<file path="src/rtl/lrb_pkg.sv">
`timescale 1ns / 1ps
`default_nettype none

package lrb_pkg;

  // Geometry of the attached LED chains
  localparam int RINGS         = 3;
  localparam int LEDS_PER_RING = 8;

  localparam int RIDX_W   = (RINGS > 1) ? $clog2(RINGS) : 1;
  localparam int LED_W    = (LEDS_PER_RING > 1) ? $clog2(LEDS_PER_RING) : 1;
  localparam int CORR_N   = RINGS * LEDS_PER_RING;
  localparam int CORR_W   = (CORR_N > 1) ? $clog2(CORR_N) : 1;

  // Field widths
  localparam int COLOUR_W = 30;
  localparam int WORD_W   = 31;
  localparam int LEN_W    = 16;
  localparam int CNT_W    = 17;

  localparam logic [LEN_W-1:0]  FOREVER      = 16'hffff;
  localparam logic [LEN_W-1:0]  PERIOD_RST   = 16'd1000;
  localparam logic [WORD_W-1:0] CORR_WORD    = {1'b1, 10'h07f, 10'h07f, 10'h07f};

  // Item codes
  localparam logic FUNC_TICK = 1'b0;
  localparam logic FUNC_SET  = 1'b1;

  localparam logic [1:0] SYNC_FREE = 2'd0;
  localparam logic [1:0] SYNC_ZERO = 2'd1;
  localparam logic [1:0] SYNC_COPY = 2'd2;

  // Result of one ring step
  typedef struct packed {
    logic [CNT_W-1:0] cnt;
    logic [LEN_W-1:0] left;
    logic             lit;
    logic             upd;
  } step_res_t;

endpackage

`default_nettype wire

</file>
<file path="src/rtl/lrb_step.sv">
`timescale 1ns / 1ps
`default_nettype none

module lrb_step (
  input  logic [lrb_pkg::CNT_W-1:0] cnt_i,
  input  logic [lrb_pkg::LEN_W-1:0] period_i,
  input  logic [lrb_pkg::LEN_W-1:0] on_len_i,
  input  logic [lrb_pkg::LEN_W-1:0] left_i,
  output lrb_pkg::step_res_t        res_o
);
  import lrb_pkg::*;

  logic             roll;
  logic [CNT_W-1:0] cnt0;
  logic [LEN_W-1:0] left0;

  // Roll the counter over at the period and count down finite repeats
  always_comb begin
    roll  = cnt_i >= {1'b0, period_i};
    cnt0  = roll ? '0 : cnt_i;
    left0 = left_i;
    if (roll && (left_i != '0) && (left_i != FOREVER)) begin
      left0 = left_i - 1'b1;
    end
  end

  // Decide phase and whether the frame needs a refresh
  assign res_o.cnt  = cnt0 + 1'b1;
  assign res_o.left = left0;
  assign res_o.lit  = (cnt0 < {1'b0, on_len_i}) && (left0 != '0);
  assign res_o.upd  = (cnt0 == '0) || (cnt0 == {1'b0, on_len_i});

endmodule

`default_nettype wire

</file>
<file path="src/rtl/led_ring_blink_frame_generator_top.sv">
`timescale 1ns / 1ps
`default_nettype none

// Blink frame generator for RINGS rings of LEDS_PER_RING chained drivers.
// A set request is written on acceptance. A tick request walks the rings
// through one shared step unit, one ring per cycle, then streams its words
// at one per cycle from the output register while the output is not stalled:
// RINGS*LEDS_PER_RING correction words on the very first tick, followed by
// RINGS*LEDS_PER_RING colour words; later ticks emit colour words only when
// any ring starts a period or reaches its on time. The input is stalled
// until the last word of a tick has been loaded into the output register.
module led_ring_blink_frame_generator_top (
  input  logic        clk_i,
  input  logic        rst_ni,

  input  logic        in_valid_i,
  output logic        in_stall_o,
  input  logic        func_i,
  input  logic [1:0]  ring_i,
  input  logic [9:0]  on_red_i,
  input  logic [9:0]  on_green_i,
  input  logic [9:0]  on_blue_i,
  input  logic [9:0]  off_red_i,
  input  logic [9:0]  off_green_i,
  input  logic [9:0]  off_blue_i,
  input  logic [15:0] period_i,
  input  logic [15:0] on_time_i,
  input  logic [15:0] repeats_i,
  input  logic [1:0]  sync_mode_i,

  output logic        out_valid_o,
  input  logic        out_stall_i,
  output logic [30:0] word_o,
  output logic        latch_o
);
  import lrb_pkg::*;

  typedef enum logic [3:0] {
    S_IDLE  = 4'b0001,
    S_TICK  = 4'b0010,
    S_CORR  = 4'b0100,
    S_FRAME = 4'b1000
  } state_e;

  state_e state_q, state_d;

  logic [COLOUR_W-1:0] on_col_q   [RINGS];
  logic [COLOUR_W-1:0] off_col_q  [RINGS];
  logic [LEN_W-1:0]    period_q   [RINGS];
  logic [LEN_W-1:0]    on_len_q   [RINGS];
  logic [LEN_W-1:0]    left_q     [RINGS];
  logic [CNT_W-1:0]    cnt_q      [RINGS];
  logic [RINGS-1:0]    lit_q;
  logic                first_q;
  logic                upd_q;

  logic [RIDX_W-1:0]   ridx_q;
  logic [LED_W-1:0]    led_q;
  logic [CORR_W-1:0]   corr_q;

  logic                out_valid_q;
  logic [WORD_W-1:0]   word_q;
  logic                latch_q;

  logic                in_acc;
  logic                can_load;
  logic                last_ring;
  logic                last_led;
  logic                last_corr;
  logic [RIDX_W-1:0]   set_idx;
  logic                set_ok;
  step_res_t           step;

  assign in_acc    = in_valid_i && !in_stall_o;
  assign can_load  = !out_valid_q || !out_stall_i;
  assign last_ring = (ridx_q == RIDX_W'(RINGS - 1));
  assign last_led  = (led_q == LED_W'(LEDS_PER_RING - 1));
  assign last_corr = (corr_q == CORR_W'(CORR_N - 1));
  assign set_idx   = RIDX_W'(ring_i);
  assign set_ok    = (32'(ring_i) < RINGS);

  assign in_stall_o  = (state_q != S_IDLE);
  assign out_valid_o = out_valid_q;
  assign word_o      = word_q;
  assign latch_o     = latch_q;

  // Shared per-ring step unit
  lrb_step u_step (
    .cnt_i    (cnt_q[ridx_q]),
    .period_i (period_q[ridx_q]),
    .on_len_i (on_len_q[ridx_q]),
    .left_i   (left_q[ridx_q]),
    .res_o    (step)
  );

  // Sequence tick processing and word emission
  always_comb begin
    state_d = state_q;
    unique case (state_q)
      S_IDLE: begin
        if (in_acc && (func_i == FUNC_TICK)) state_d = S_TICK;
      end
      S_TICK: begin
        if (last_ring) begin
          if (first_q) begin
            state_d = S_CORR;
          end else if (upd_q || step.upd) begin
            state_d = S_FRAME;
          end else begin
            state_d = S_IDLE;
          end
        end
      end
      S_CORR: begin
        if (can_load && last_corr) state_d = S_FRAME;
      end
      S_FRAME: begin
        if (can_load && last_led && last_ring) state_d = S_IDLE;
      end
      default: state_d = S_IDLE;
    endcase
  end

  always_ff @(posedge clk_i or negedge rst_ni) begin
    if (!rst_ni) begin
      state_q <= S_IDLE;
      first_q <= 1'b1;
      upd_q   <= 1'b0;
      ridx_q  <= '0;
      led_q   <= '0;
      corr_q  <= '0;
    end else begin
      state_q <= state_d;
      unique case (state_q)
        S_IDLE: begin
          ridx_q <= '0;
          led_q  <= '0;
          corr_q <= '0;
          upd_q  <= 1'b0;
        end
        S_TICK: begin
          // Advance through the rings, collecting refresh demand
          upd_q  <= upd_q || step.upd;
          ridx_q <= last_ring ? '0 : ridx_q + 1'b1;
          if (last_ring) first_q <= 1'b0;
        end
        S_CORR: begin
          if (can_load) corr_q <= corr_q + 1'b1;
        end
        S_FRAME: begin
          if (can_load) begin
            if (last_ring) begin
              ridx_q <= '0;
              led_q  <= led_q + 1'b1;
            end else begin
              ridx_q <= ridx_q + 1'b1;
            end
          end
        end
        default: ;
      endcase
    end
  end

  // Hold per-ring pattern state; write on set requests and tick steps
  always_ff @(posedge clk_i or negedge rst_ni) begin
    if (!rst_ni) begin
      for (int i = 0; i < RINGS; i++) begin
        on_col_q[i]  <= '0;
        off_col_q[i] <= '0;
        period_q[i]  <= PERIOD_RST;
        on_len_q[i]  <= '0;
        left_q[i]    <= '0;
        cnt_q[i]     <= '0;
      end
    end else begin
      if (in_acc && (func_i == FUNC_SET) && set_ok) begin
        on_col_q[set_idx]  <= {on_blue_i, on_green_i, on_red_i};
        off_col_q[set_idx] <= {off_blue_i, off_green_i, off_red_i};
        period_q[set_idx]  <= period_i;
        on_len_q[set_idx]  <= on_time_i;
        left_q[set_idx]    <= repeats_i;
        case (sync_mode_i)
          SYNC_ZERO: cnt_q[set_idx] <= '0;
          SYNC_COPY: cnt_q[set_idx] <= cnt_q[0];
          default: ;
        endcase
      end else if (state_q == S_TICK) begin
        cnt_q[ridx_q]  <= step.cnt;
        left_q[ridx_q] <= step.left;
      end
    end
  end

  // Latch each ring's phase decision for the frame
  always_ff @(posedge clk_i) begin
    if (state_q == S_TICK) lit_q[ridx_q] <= step.lit;
  end

  // Load the output register; drop valid once taken
  always_ff @(posedge clk_i or negedge rst_ni) begin
    if (!rst_ni) begin
      out_valid_q <= 1'b0;
    end else if (can_load) begin
      out_valid_q <= (state_q == S_CORR) || (state_q == S_FRAME);
    end
  end

  always_ff @(posedge clk_i) begin
    if (can_load) begin
      if (state_q == S_CORR) begin
        word_q  <= CORR_WORD;
        latch_q <= last_corr;
      end else if (state_q == S_FRAME) begin
        word_q  <= {1'b0, (lit_q[ridx_q] ? on_col_q[ridx_q] : off_col_q[ridx_q])};
        latch_q <= last_led && last_ring;
      end
    end
  end

endmodule

`default_nettype wire
</file>
<file path="config.mk">
export PLATFORM = sky130hd
export DESIGN_NAME = led_ring_blink_frame_generator_top
export DESIGN_NICKNAME = d
export VERILOG_FILES = /design/src/rtl/lrb_pkg.sv /design/src/rtl/lrb_step.sv /design/src/rtl/led_ring_blink_frame_generator_top.sv
export SDC_FILE = /design/constraint.sdc
export NUM_CORES = 1
export LEC_CHECK = 0
export BUFFER_PORTS_ARGS = -buffer_cell sky130_fd_sc_hd__clkbuf_2
export CORE_MARGIN = 2
export CORE_UTILIZATION = 30
export CTS_CLUSTER_DIAMETER = 40
export DETAILED_ROUTE_END_ITERATION = 12
export GPL_ROUTABILITY_DRIVEN = 0
export PLACE_DENSITY = 0.46
export SETUP_SLACK_MARGIN = 0.15
export SYNTH_ARGS = -nofsm -noshare
export SYNTH_HDL_FRONTEND = slang
export SYNTH_SLANG_ARGS = --single-unit
</file>
<file path="constraint.sdc">
create_clock -name clk_i -period 6.7 [get_ports clk_i]
set_input_delay 0.67 -clock clk_i [delete_from_list [all_inputs] [get_ports clk_i]]
set_output_delay 0.67 -clock clk_i [all_outputs]
set_load 0.02 [all_outputs]
</file>
==> summary.log <==
qor: synth.largest_family_of_logic_cells_by_synthesized_area multiplexers
qor: setup_path.worst_setup_path_end_kind flip-flop
qor: sta.maxSlewViolCount 0
qor: clock_tree.insertion_delay_to_the_later_sink_of_the_worst_skew_pair 630 ps
qor: route.final_antenna_net_count 0
qor: sta.layout_setup_ws 1080 ps
qor: clock_tree.htree_levels 3
qor: setup_path.timing.critical_path.fanout_max 26
qor: synth.syn-mean-instance-area 11.5 µm²
qor: synth.synth_top_flop_cell sky130_fd_sc_hd__dfrtp_1
qor: clock_tree.clk_transition_reported_paths 40 ps
qor: grt.grt_first_pass_wirelength 96000 µm
qor: sta.post_route_skew 28.5 ps
qor: outcome.status completed
qor: power.power.density_cell_area 529 nW/µm²
qor: grt.initial_antenna_violation_count 3
qor: route.route.vias.total 15300
qor: sta.final-setup-viol-count 0
qor: setup_path.timing.setup.critical_path_class reg -> reg
qor: power.p_leak 0.0110 µW
qor: synth.yosys-top-cells-area sky130_fd_sc_hd__dfrtp_1 44%, sky130_fd_sc_hd__mux2_2 15%, sky130_fd_sc_hd__mux2i_1 6.0%, sky130_fd_sc_hd__edfxtp_1 5.0%, sky130_fd_sc_hd__nor2_1 3.5%
qor: synth.synth-simple-area-share 7.45%
qor: setup_path.critical_path_required 7120 ps
qor: synth.synth_edf_count 35
qor: finish.layout-drive-gt1-share 32.2%
qor: die.pin_count 151
qor: route.drt-vias-per-instance 5.09
qor: synth.netlist_area 21000 µm²
qor: route.detail_route.first_pass.iterations 5
qor: clock_tree.cts_tree built
qor: clock_tree.cts_resized 0
qor: die.dieHeight 269 µm
qor: hold_path.holdCritPathClass in -> async
qor: grt.grt-ovfl-total 0
qor: power.largest_voltage_drop_on_the_vdd_net 0.000240 V
qor: route.wire_per_inst 20.4 µm
qor: clock_tree.cts_buffers 87
qor: clock_tree.cts-hold-fix-buffers 0
qor: die.initial_core_utilization 30.2%
qor: setup_path.r2r_setup_slack 1080 ps
qor: synth.synthCells 1823
qor: sta.period_minus_slack 5620 ps
qor: synth.synth_cell_type_count 62
qor: synth.asyncSetResetFlopFracSynth 91.8%
qor: sta.totalNegativeSetupSlack 0 ps
qor: synth.synthAdderAreaFrac 2.44%
qor: route.routed_wl 61100 µm
qor: route.drt_iter0_drc 776
qor: die.core 69700 µm²
qor: place.place_hpwl 38200 µm
qor: setup_path.kind_of_start_point_of_the_critical_path flip-flop
qor: clock_tree.cts.root.buffer_cell sky130_fd_sc_hd__clkbuf_16
qor: die.die_x 269 µm
qor: synth.synth_warnings 0
qor: sta.max_slew.worst_pin.slew 1160 ps
qor: route.drc 0
qor: grt.first_global_vias 16200
qor: sta.max-slew-margin-rel 22.9%
qor: finish.area_growth_syn_to_layout 23.3%
qor: flow_run.cap_violations 0
qor: synth.synth.ff_latch_count 427
qor: sta.fin_worst_hold_slack 118 ps
qor: sta.rsz0062_at_grt no
qor: grt.grt_start_max_net_pins 149
qor: synth.synthXorXnorAreaFrac 1.21%
qor: synth.sequential_share_of_the_synthesized_area 51.8%
qor: synth.netlist.area_leader.share 44.3%
qor: synth.syn_nets 1981
qor: clock_tree.number_of_sinks_driven_by_the_clock_tree 427
qor: place.io_buffer_count 150
qor: die.fp.dieArea 72200 µm²
qor: synth.synth.mux.area_fraction 21.0%
qor: finish.final_nets 2138
qor: clock_tree.buffers_from_clock_root_to_sink_at_most 3
qor: grt.grt_use_total 17.1%
qor: place.post-place-ws 1120 ps
qor: sta.max_clock_freq 0.178 GHz
qor: setup_path.worstReg2RegEnd lit_q[2]
qor: synth.synth_largest_area_cell sky130_fd_sc_hd__dfrtp_1
qor: sta.finalHoldViolations 0
qor: clock_tree.postCtsSetupRepairBufs 0
qor: sta.post-route-period-util 83.8%
qor: setup_path.r2r_start ridx_q[0]
qor: synth.synth_compound_area_share 13.1%
qor: die.floorplan.rows 97
qor: setup_path.arrival 6030 ps
qor: setup_path.rr_worst_depth 21
per-stage QoR:
step / cells / power [µW] / instance area [µm²] / utilization [%]
2_1_floorplan: 1823 / 7850 / 21000 / -
3_3_place_gp: 2831 / 9140 / 22800 / 32.8
3_5_place_dp: 2831 / 9280 / 22800 / 32.8
4_1_cts: 2992 / 13800 / 25900 / 37.2
5_1_grt: 2994 / 14600 / 25900 / 37.2
6_report: 2994 / 13700 / 25900 / 37.2
metal layers:
metal / vias up / GRT usage [%] / part of all wire, %
li1: 7014 / - / -
met1: 7786 / 23.3 / 47
met2: 360 / 27.5 / 46
met3: 93 / 3.61 / 4.8
met4: 0 / 4.77 / 2.1
met5: - / 0 / 0
cells in the final DEF (no fill, tap or decap), types with 61 or more instances in the layout:
cell type / instances
sky130_fd_sc_hd__a211oi_1: 61
sky130_fd_sc_hd__nor2_1: 197
sky130_fd_sc_hd__o21ai_0: 101
sky130_fd_sc_hd__a21oi_1: 97
sky130_fd_sc_hd__mux2_2: 279
sky130_fd_sc_hd__mux2i_1: 127
sky130_fd_sc_hd__a22oi_1: 81
sky130_fd_sc_hd__clkbuf_2: 149
sky130_fd_sc_hd__clkbuf_16: 88
sky130_fd_sc_hd__dfrtp_1: 370
worst max-delay path by stage:
stage / from / endpoint / slack (ps)
final: ridx_q[0] / lit_q[2] / 1080
after global routing: ridx_q[0] / lit_q[2] / 490
after CTS: ridx_q[0] / lit_q[2] / 1090
after detailed placement: ridx_q[0] / lit_q[1] / 1120
after global placement: ridx_q[0] / lit_q[1] / 1260
after floorplan: ridx_q[0] / lit_q[0] / 1180
cell families (layout without fill, tap and decap cells):
family                     after synthesis  in the layout
adders and majority gates               41             41
AOI/OAI and AO/OA                      423            423
other                                    0              2
DFF                                    427            427
and+or+nand+nor                        347            347
muxes                                  406            406
buffers and inverters                  150            379
xor gates and xnor gates                29             29
cell type report:
class / count / area [µm²]
sequential: 427 / 10900
tap: 940 / 1180
timing repair buffer: 188 / 1080
clock inverter: 47 / 622
multi-input combinational: 1246 / 9560
antenna: 2 / 5.00
clock buffer: 114 / 2460
inverter: 30 / 113
fill: 6890 / 43800
registers in the layout, summed over array words and instances, names as in the netlist, 2 cells and up:
signal / flops
cnt_q: 51
corr_q: 5
led_q: 3
left_q: 48
lit_q: 3
off_col_q: 90
on_col_q: 90
on_len_q: 48
period_q: 48
ridx_q: 2
state_q: 4
word_o: 31
Yosys cell counts (all sizes together) (11+ instances only):
library cell and count:
edfxtp 35, xor2 11, inv 29, nor2 198, a211oi 61, clkbuf 83, mux2i 127, a22oi 81
dfrtp 372, nand2 52, o21a 12, nor3 23, nand3 13, o21ai 104, mux2 279, o2bb2ai 14
a21oi 101, nand4 16, ha 41, dfstp 20, xnor2 18, a22o 14, buf 37
worst max-delay path: stages, from the launching register on:
cell and delay (ps):
sky130_fd_sc_hd__dfrtp_4 690, sky130_fd_sc_hd__nor2b_4 660, sky130_fd_sc_hd__nand2_1 100, sky130_fd_sc_hd__o21ai_1 300, sky130_fd_sc_hd__ha_1 360, sky130_fd_sc_hd__a21oi_1 160, sky130_fd_sc_hd__a21boi_0 90, sky130_fd_sc_hd__o311ai_0 380
sky130_fd_sc_hd__o211ai_2 160, sky130_fd_sc_hd__inv_1 150, sky130_fd_sc_hd__and2_1 210, sky130_fd_sc_hd__ha_1 260, sky130_fd_sc_hd__nor2b_1 130, sky130_fd_sc_hd__o21a_1 160, sky130_fd_sc_hd__o21a_1 160, sky130_fd_sc_hd__o21a_1 160
sky130_fd_sc_hd__o21a_1 170, sky130_fd_sc_hd__o21a_1 170, sky130_fd_sc_hd__o21a_1 160, sky130_fd_sc_hd__o21ai_0 200, sky130_fd_sc_hd__o211ai_1 230, sky130_fd_sc_hd__a41oi_1 310
report_power, final:
group	leakage (µW)	internal, µW	switching [µW]
clock network	0.00150	3010	1470
logic	0.00433	2050	2600
registers	0.00513	3900	679
total	0.0110	8960	4740
(Power assumes the default switching activity.)
